$ cat config.mk
export PLATFORM = sky130hd
export DESIGN_NAME = fixed_point_divide_saturating_top
export DESIGN_NICKNAME = d
export VERILOG_FILES = /design/src/sv/fpds_pkg.sv /design/src/sv/fixed_point_divide_saturating_top.sv
export VERILOG_INCLUDE_DIRS = /design/src /design/src/sv
export SDC_FILE = /design/constraint.sdc
export NUM_CORES = 2
export LEC_CHECK = 0
export BUFFER_PORTS_ARGS = -buffer_cell sky130_fd_sc_hd__buf_2
export CORE_UTILIZATION = 55
export DETAILED_ROUTE_END_ITERATION = 8
export PLACE_DENSITY_LB_ADDON = 0.08
export SETUP_SLACK_MARGIN = 0.05
export SYNTH_ARGS = -nofsm -noshare
export SYNTH_HDL_FRONTEND = slang
export SYNTH_SLANG_ARGS = --single-unit
$ cat constraint.sdc
create_clock -name clk -period 97.8 [get_ports clk]
set_clock_uncertainty 0.15 [all_clocks]
set_input_delay 4.89 -clock clk [delete_from_list [all_inputs] [get_ports clk]]
set_output_delay 4.89 -clock clk [all_outputs]
set_load 0.05 [all_outputs]
$ cat src/sv/assert_macros.svh
// Concurrent assertion helpers, clocked on clk and quiet during rst.
`ifndef ASSERT_MACROS_SVH
`define ASSERT_MACROS_SVH

`define ASSERT_CLK(label, prop, msg) \
  label: assert property (@(posedge clk) disable iff (rst) (prop)) else $error(msg);

`define ASSERT_NEXT(label, cond, prop, msg) \
  label: assert property (@(posedge clk) disable iff (rst) (cond) |=> (prop)) else $error(msg);

`endif

$ cat src/sv/fpds_pkg.sv
package fpds_pkg;

  localparam int DATA_W      = 32;
  localparam int FRAC_BITS   = 16;
  localparam int GUARD_SHIFT = 14;
  localparam int Q_BITS      = FRAC_BITS + GUARD_SHIFT;

  localparam logic [DATA_W-1:0] MOST_NEG = 32'h8000_0000;
  localparam logic [DATA_W-1:0] MOST_POS = 32'h7FFF_FFFF;

  typedef struct packed {
    logic [DATA_W-1:0] rem;
    logic [DATA_W-1:0] dsr;
    logic [Q_BITS-1:0] dq;
    logic              neg;
    logic              sat;
  } divstage_t;

  function automatic divstage_t div_step(input divstage_t s);
    logic [DATA_W:0]   sh;
    logic [DATA_W+1:0] diff;
    divstage_t         r;
    sh   = {s.rem, s.dq[Q_BITS-1]};
    diff = {1'b0, sh} - {2'b00, s.dsr};
    r    = s;
    if (!diff[DATA_W+1]) begin
      r.rem = diff[DATA_W-1:0];
    end else begin
      r.rem = sh[DATA_W-1:0];
    end
    r.dq = {s.dq[Q_BITS-2:0], ~diff[DATA_W+1]};
    return r;
  endfunction

endpackage

$ cat src/sv/fixed_point_divide_saturating_top.sv
// Channel  Dir  tdata                                    tuser
// s_*      in   [31:0] dividend, [63:32] divisor          -
// m_*      out  [31:0] quotient                           [0] saturated
//
// Pipeline: magnitude stage, guard stage, 30 restoring divide
// stages (one quotient bit each), sign/saturation output register.
// One transfer per cycle sustained while m_tready stays high; throughput is set by the one-bit-per-stage
// divider chain, which is fully pipelined.
// rst is synchronous and clears all valid bits, including the input skid register's valid flag.
// A stall on m_tready freezes every stage; the input skid register takes one
// more transfer so s_tready is a register output.
`include "assert_macros.svh"

module fixed_point_divide_saturating_top import fpds_pkg::*; (
  input  logic        clk,
  input  logic        rst,
  input  logic        s_tvalid,
  output logic        s_tready,
  input  logic [63:0] s_tdata,   // [31:0] dividend, [63:32] divisor
  output logic        m_tvalid,
  input  logic        m_tready,
  output logic [31:0] m_tdata,   // [31:0] quotient
  output logic [0:0]  m_tuser    // [0] saturated
);

  logic                ce;
  logic                skid_valid;
  logic [63:0]         skid_data;
  logic [63:0]         in_data;
  logic [DATA_W-1:0]   in_a;
  logic [DATA_W-1:0]   in_b;

  logic                mag_vld;
  logic [DATA_W-1:0]   mag_a;
  logic [DATA_W-1:0]   mag_b;
  logic                mag_neg;

  logic      [Q_BITS:0] vld;
  divstage_t            st [Q_BITS+1];
  divstage_t            st_next [Q_BITS];

  logic [DATA_W-1:0]   q_pos;
  logic [DATA_W-1:0]   q_res;

  assign ce       = !m_tvalid || m_tready;
  assign s_tready = !skid_valid;
  assign in_data  = skid_valid ? skid_data : s_tdata;
  assign in_a     = in_data[DATA_W-1:0];
  assign in_b     = in_data[2*DATA_W-1:DATA_W];

  always_ff @(posedge clk) begin
    if (rst) begin
      skid_valid <= 1'b0;
    end else if (ce) begin
      skid_valid <= 1'b0;
    end else if (s_tvalid && s_tready) begin
      skid_valid <= 1'b1;
    end
    if (!ce && s_tvalid && s_tready) begin
      skid_data <= s_tdata;
    end
  end

  // magnitudes as unsigned 32 bits; the most negative input maps to 2^31
  always_ff @(posedge clk) begin
    if (rst) begin
      mag_vld <= 1'b0;
    end else if (ce) begin
      mag_vld <= skid_valid || (s_tvalid && s_tready);
    end
    if (ce) begin
      mag_a   <= in_a[DATA_W-1] ? (~in_a + 1'b1) : in_a;
      mag_b   <= in_b[DATA_W-1] ? (~in_b + 1'b1) : in_b;
      mag_neg <= in_a[DATA_W-1] ^ in_b[DATA_W-1];
    end
  end

  always_comb begin
    for (int k = 0; k < Q_BITS; k++) begin
      st_next[k] = div_step(st[k]);
    end
  end

  // guard stage: flag saturation when |a| >> 14 >= |b| and seed the divider;
  // advance the divider chain
  always_ff @(posedge clk) begin
    if (rst) begin
      vld <= '0;
    end else if (ce) begin
      vld <= {vld[Q_BITS-1:0], mag_vld};
    end
    if (ce) begin
      st[0].rem <= {{GUARD_SHIFT{1'b0}}, mag_a[DATA_W-1:GUARD_SHIFT]};
      st[0].dsr <= mag_b;
      st[0].dq  <= {mag_a[GUARD_SHIFT-1:0], {FRAC_BITS{1'b0}}};
      st[0].neg <= mag_neg;
      st[0].sat <= {{GUARD_SHIFT{1'b0}}, mag_a[DATA_W-1:GUARD_SHIFT]} >= mag_b;
      for (int k = 0; k < Q_BITS; k++) begin
        st[k+1] <= st_next[k];
      end
    end
  end

  assign q_pos = {{(DATA_W-Q_BITS){1'b0}}, st[Q_BITS].dq};

  always_comb begin
    if (st[Q_BITS].sat) begin
      q_res = st[Q_BITS].neg ? MOST_NEG : MOST_POS;
    end else if (st[Q_BITS].neg) begin
      q_res = ~q_pos + 1'b1;
    end else begin
      q_res = q_pos;
    end
  end

  always_ff @(posedge clk) begin
    if (rst) begin
      m_tvalid <= 1'b0;
    end else if (ce) begin
      m_tvalid <= vld[Q_BITS];
    end
    if (ce) begin
      m_tdata    <= q_res;
      m_tuser[0] <= st[Q_BITS].sat;
    end
  end

  `ASSERT_CLK(a_sat_value,
    !(m_tvalid && m_tuser[0]) || m_tdata == MOST_NEG || m_tdata == MOST_POS,
    "saturated result is not an extreme value")
  `ASSERT_CLK(a_quot_range,
    !(m_tvalid && !m_tuser[0]) || m_tdata[31:30] == 2'b00 || m_tdata[31:30] == 2'b11,
    "unsaturated quotient out of range")
  `ASSERT_NEXT(a_stall_hold, !ce, $stable(vld) && $stable(mag_vld),
    "pipeline moved during a stall")
  `ASSERT_CLK(a_skid_fill, !$rose(skid_valid) || $past(!ce),
    "skid register filled while pipeline advanced")

endmodule
==> reports/metrics.yaml <==
hold_viol: 0
clock_sinks: 2734
grt_max_degree: 190
postSynthAreaPerCell_sq_um: 11.79
dp_hpwl_mm: 220.6
rsz0062_at_grt: "no"
setup_violations: 0
crit_type: "input pin to register"
cp-startpoint: "m_tready"
r2r-start: "m_tvalid"
cellLeakagePower_nw: 64.04
cts-root-buf: "clkbuf_16"
layout_worst_path_cycle_share_pct: 9.894
synthArstFlopShare_pct: 0
drcViolationCount: 0
synth_edf_count: 2700
power.total_w: 0.005477
routabilityCongestion: 0.9073
tightestPinTransition_ns: 1.187
gr-usage-all-layers_pct: 22.70
drt_first_pass_iters: 6
yosys_register_bits: 2734
worstSetupEndpointType: "register"
drive_above_1_share_pct: 8.133
synth_flop_cell: "edfxtp_1"
layout_min_cycle_time_ns: 9.677
dieHeight_microns: 510.9
synth-compound-area-share_pct: 13.56
r2r_setup_slack_ns: 91.80
routed_wl_mm: 299.8
grt_pass1_wl_mm: 481.9
muxShareOfSynthArea_pct: 3.086
grt_pass1_vias: 91660
slew_viol_final: 0
synth-xor-area-share_pct: 4.925
hold_path_class: "register to register"
die_w_microns: 510.9
via_count: 91340
netlist_area_sq_mm: 0.1424
core_sq_mm: 0.2572
cts_buffers: 316
worstReg2RegEnd: "st[1][733]"
cts_buffer_depth: 4
worstHoldEndpoint: "st[1][973]"
nets: 13350
critPathMaxFanout: 127
required_ns: 98.13
start_kind: "input pin"
first_iter_violations: 6090
ys_warn_count: 0
postRouteAntennaNets: 0
gr-total-overflow: 0
vias_per_cell: 5.734
reg2reg_depth: 8
postCtsSetupBuffers: 0
synth_top_family_by_area: "compound AO/OA/AOI/OAI gates"
hold_buffers: 0
fmax_mhz: 103.3
min_from: "st[1][876]"
grt_antenna_before_repair: 8
row_count: 186
status: "finished, final reports clean"
drv_cap: 0
synth-simple-area-share_pct: 8.381
io_buffers: 102
clk_pin_slew_worst_paths_ns: 0.06
ys_seq_area_share_pct: 57.40
power_density_mw_per_mm2: 34.92
clk-insertion-delay-late_ns: 0.96
syn2layout_area_growth_pct: 10.11
avgRoutedWirePerCell_microns: 18.82
start_util_pct: 55.39
irDropWorstVdd_uv: 21.66
synthAdderAreaFrac_pct: 8.770
cp.arrival_ns: 10.01
die-area_sq_mm: 0.2610
fin_tns_setup_ns: 0
cts_resized: 0
io-pin-count: 103
synth_cell_types: 98
h-tree-depth: 5
syn-instance-count: 12080
relSlewSlack_pct: 20.56
hold_depth: 0
cts_tree: "done"
[metrics by stage]
step           utilization, %  setup slack, ns  instance area [sq um]  hold WS, ns  std cells
2_1_floorplan               -            17.09                 142500       0.2503      12090
3_3_place_gp            57.12            87.36                 146900       0.2503      15370
3_5_place_dp            57.12            87.20                 146900       0.2545      15370
4_1_cts                 60.99            88.14                 156800       0.1988      15930
5_1_grt                 60.99            87.77                 156800       0.2112      15930
6_report                61.00            88.12                 156900       0.2127      15930
[cells in the mapped netlist, types with 73 or more instances]
master	instances	area (sq um)
nor2b_1	115	719.4
inv_1	1176	4414
nand4_1	84	525.5
nor2_1	708	2658
nand2b_1	154	963.4
xnor2_1	486	4257
nor3_1	145	725.7
mux2_2	307	3457
edfxtp_1	2700	81080
a21oi_1	1016	5085
o31ai_1	73	548.0
o21a_1	119	893.4
clkbuf_1	208	780.8
a31oi_1	96	600.6
a211oi_1	99	743.2
ha_1	952	11910
o21bai_1	107	803.3
nand3_1	163	815.8
o21ai_0	787	3939
xor2_1	315	2759
a21o_1	418	3138
nand2_1	895	3359
[cells in the final DEF (no fill, tap or decap), types with 26 or more instances in the layout]
cell and instances:
clkinv_2 61, or3_1 47, nand4_1 84, nor4_1 26, o21ai_0 787, and2_1 49, edfxtp_1 2700, clkbuf_1 49
fa_1 29, a211oi_1 98, clkinv_1 63, a31oi_1 95, inv_1 1176, o21a_1 117, dfxtp_1 33, nand3_1 163
nor2b_1 114, ha_1 952, buf_4 70, nand2b_1 154, and3_1 59, mux2_2 307, mux2i_1 60, mux2_1 30
a21o_1 418, a21boi_0 37, xor2_1 315, o21bai_1 107, a21oi_1 1016, xnor2_1 486, nand2_1 893, o31ai_1 73
clkbuf_16 319, o211ai_1 45, bufinv_16 29, a211o_1 36, nor2_1 707, buf_2 102, o22ai_1 32, nor3_1 140
[cells by family (layout without fill, tap and decap cells)]
kind of cell               after synthesis  in the layout
muxes                                  397            397
other                                    1             12
and+or+nand+nor                       2576           2576
AOI/OAI and AO/OA                     3138           3138
buffers and inverters                 1453           1907
DFF                                   2734           2734
adders and majority gates              981            981
xor gates and xnor gates               801            801
[report_power, final]
group	total (W)	internal, W	switching, W
combinational	0.00236	0.00102	0.00133
sequential	0.00199	0.00179	0.000195
clock	0.00113	0.000675	0.000459
total	0.00548	0.00349	0.00199
[critical path, cell delays in order]
cell,delay (ns)
buf_2,0.10
nor2b_2,0.04
buf_4,0.24
inv_8,0.63
buf_4,0.80
buf_4,0.74
buf_4,0.67
buf_4,0.78
buf_4,0.81
[layer usage]
| metal | part of all wire (%) | GRT usage, % |
|---|---|---|
| met5 | 0.012 | 0 |
| met1 | 42 | 27.98 |
| met3 | 3.5 | 2.864 |
| met2 | 50 | 40.17 |
| met4 | 4.2 | 9.331 |
[sequential cells by signal (all words and copies together) (netlist names)]
name	flops
mag_a	32
st	2538
m_tdata	32
mag_vld	1
vld	31
skid_data	64
mag_b	32
m_tuser	1
skid_valid	1
mag_neg	1
m_tvalid	1
[layout make-up]
| class | count | area [sq um] |
|---|---|---|
| fillers | 19990 | 100300 |
| flip-flops and latches | 2734 | 81760 |
| multi-input cells | 7900 | 55350 |
| clock buffers | 370 | 8194 |
| inverters | 1177 | 4425 |
| well taps | 3384 | 4234 |
| clock inverters | 184 | 1758 |
| repair buffers | 176 | 1116 |
| diodes | 5 | 12.51 |
[how the worst max path moves through the flow]
stage                       end  slack [ns]  cells after the start
floorplan               mag_vld       17.09                      5
global placement     st[1][734]       87.36                      9
detailed placement   st[1][734]       87.20                      9
CTS                  st[1][733]       88.14                      9
global route        st[1][1113]       87.77                      9
finish               st[1][733]       88.12                      9
Power figures use the tool's default switching activity.
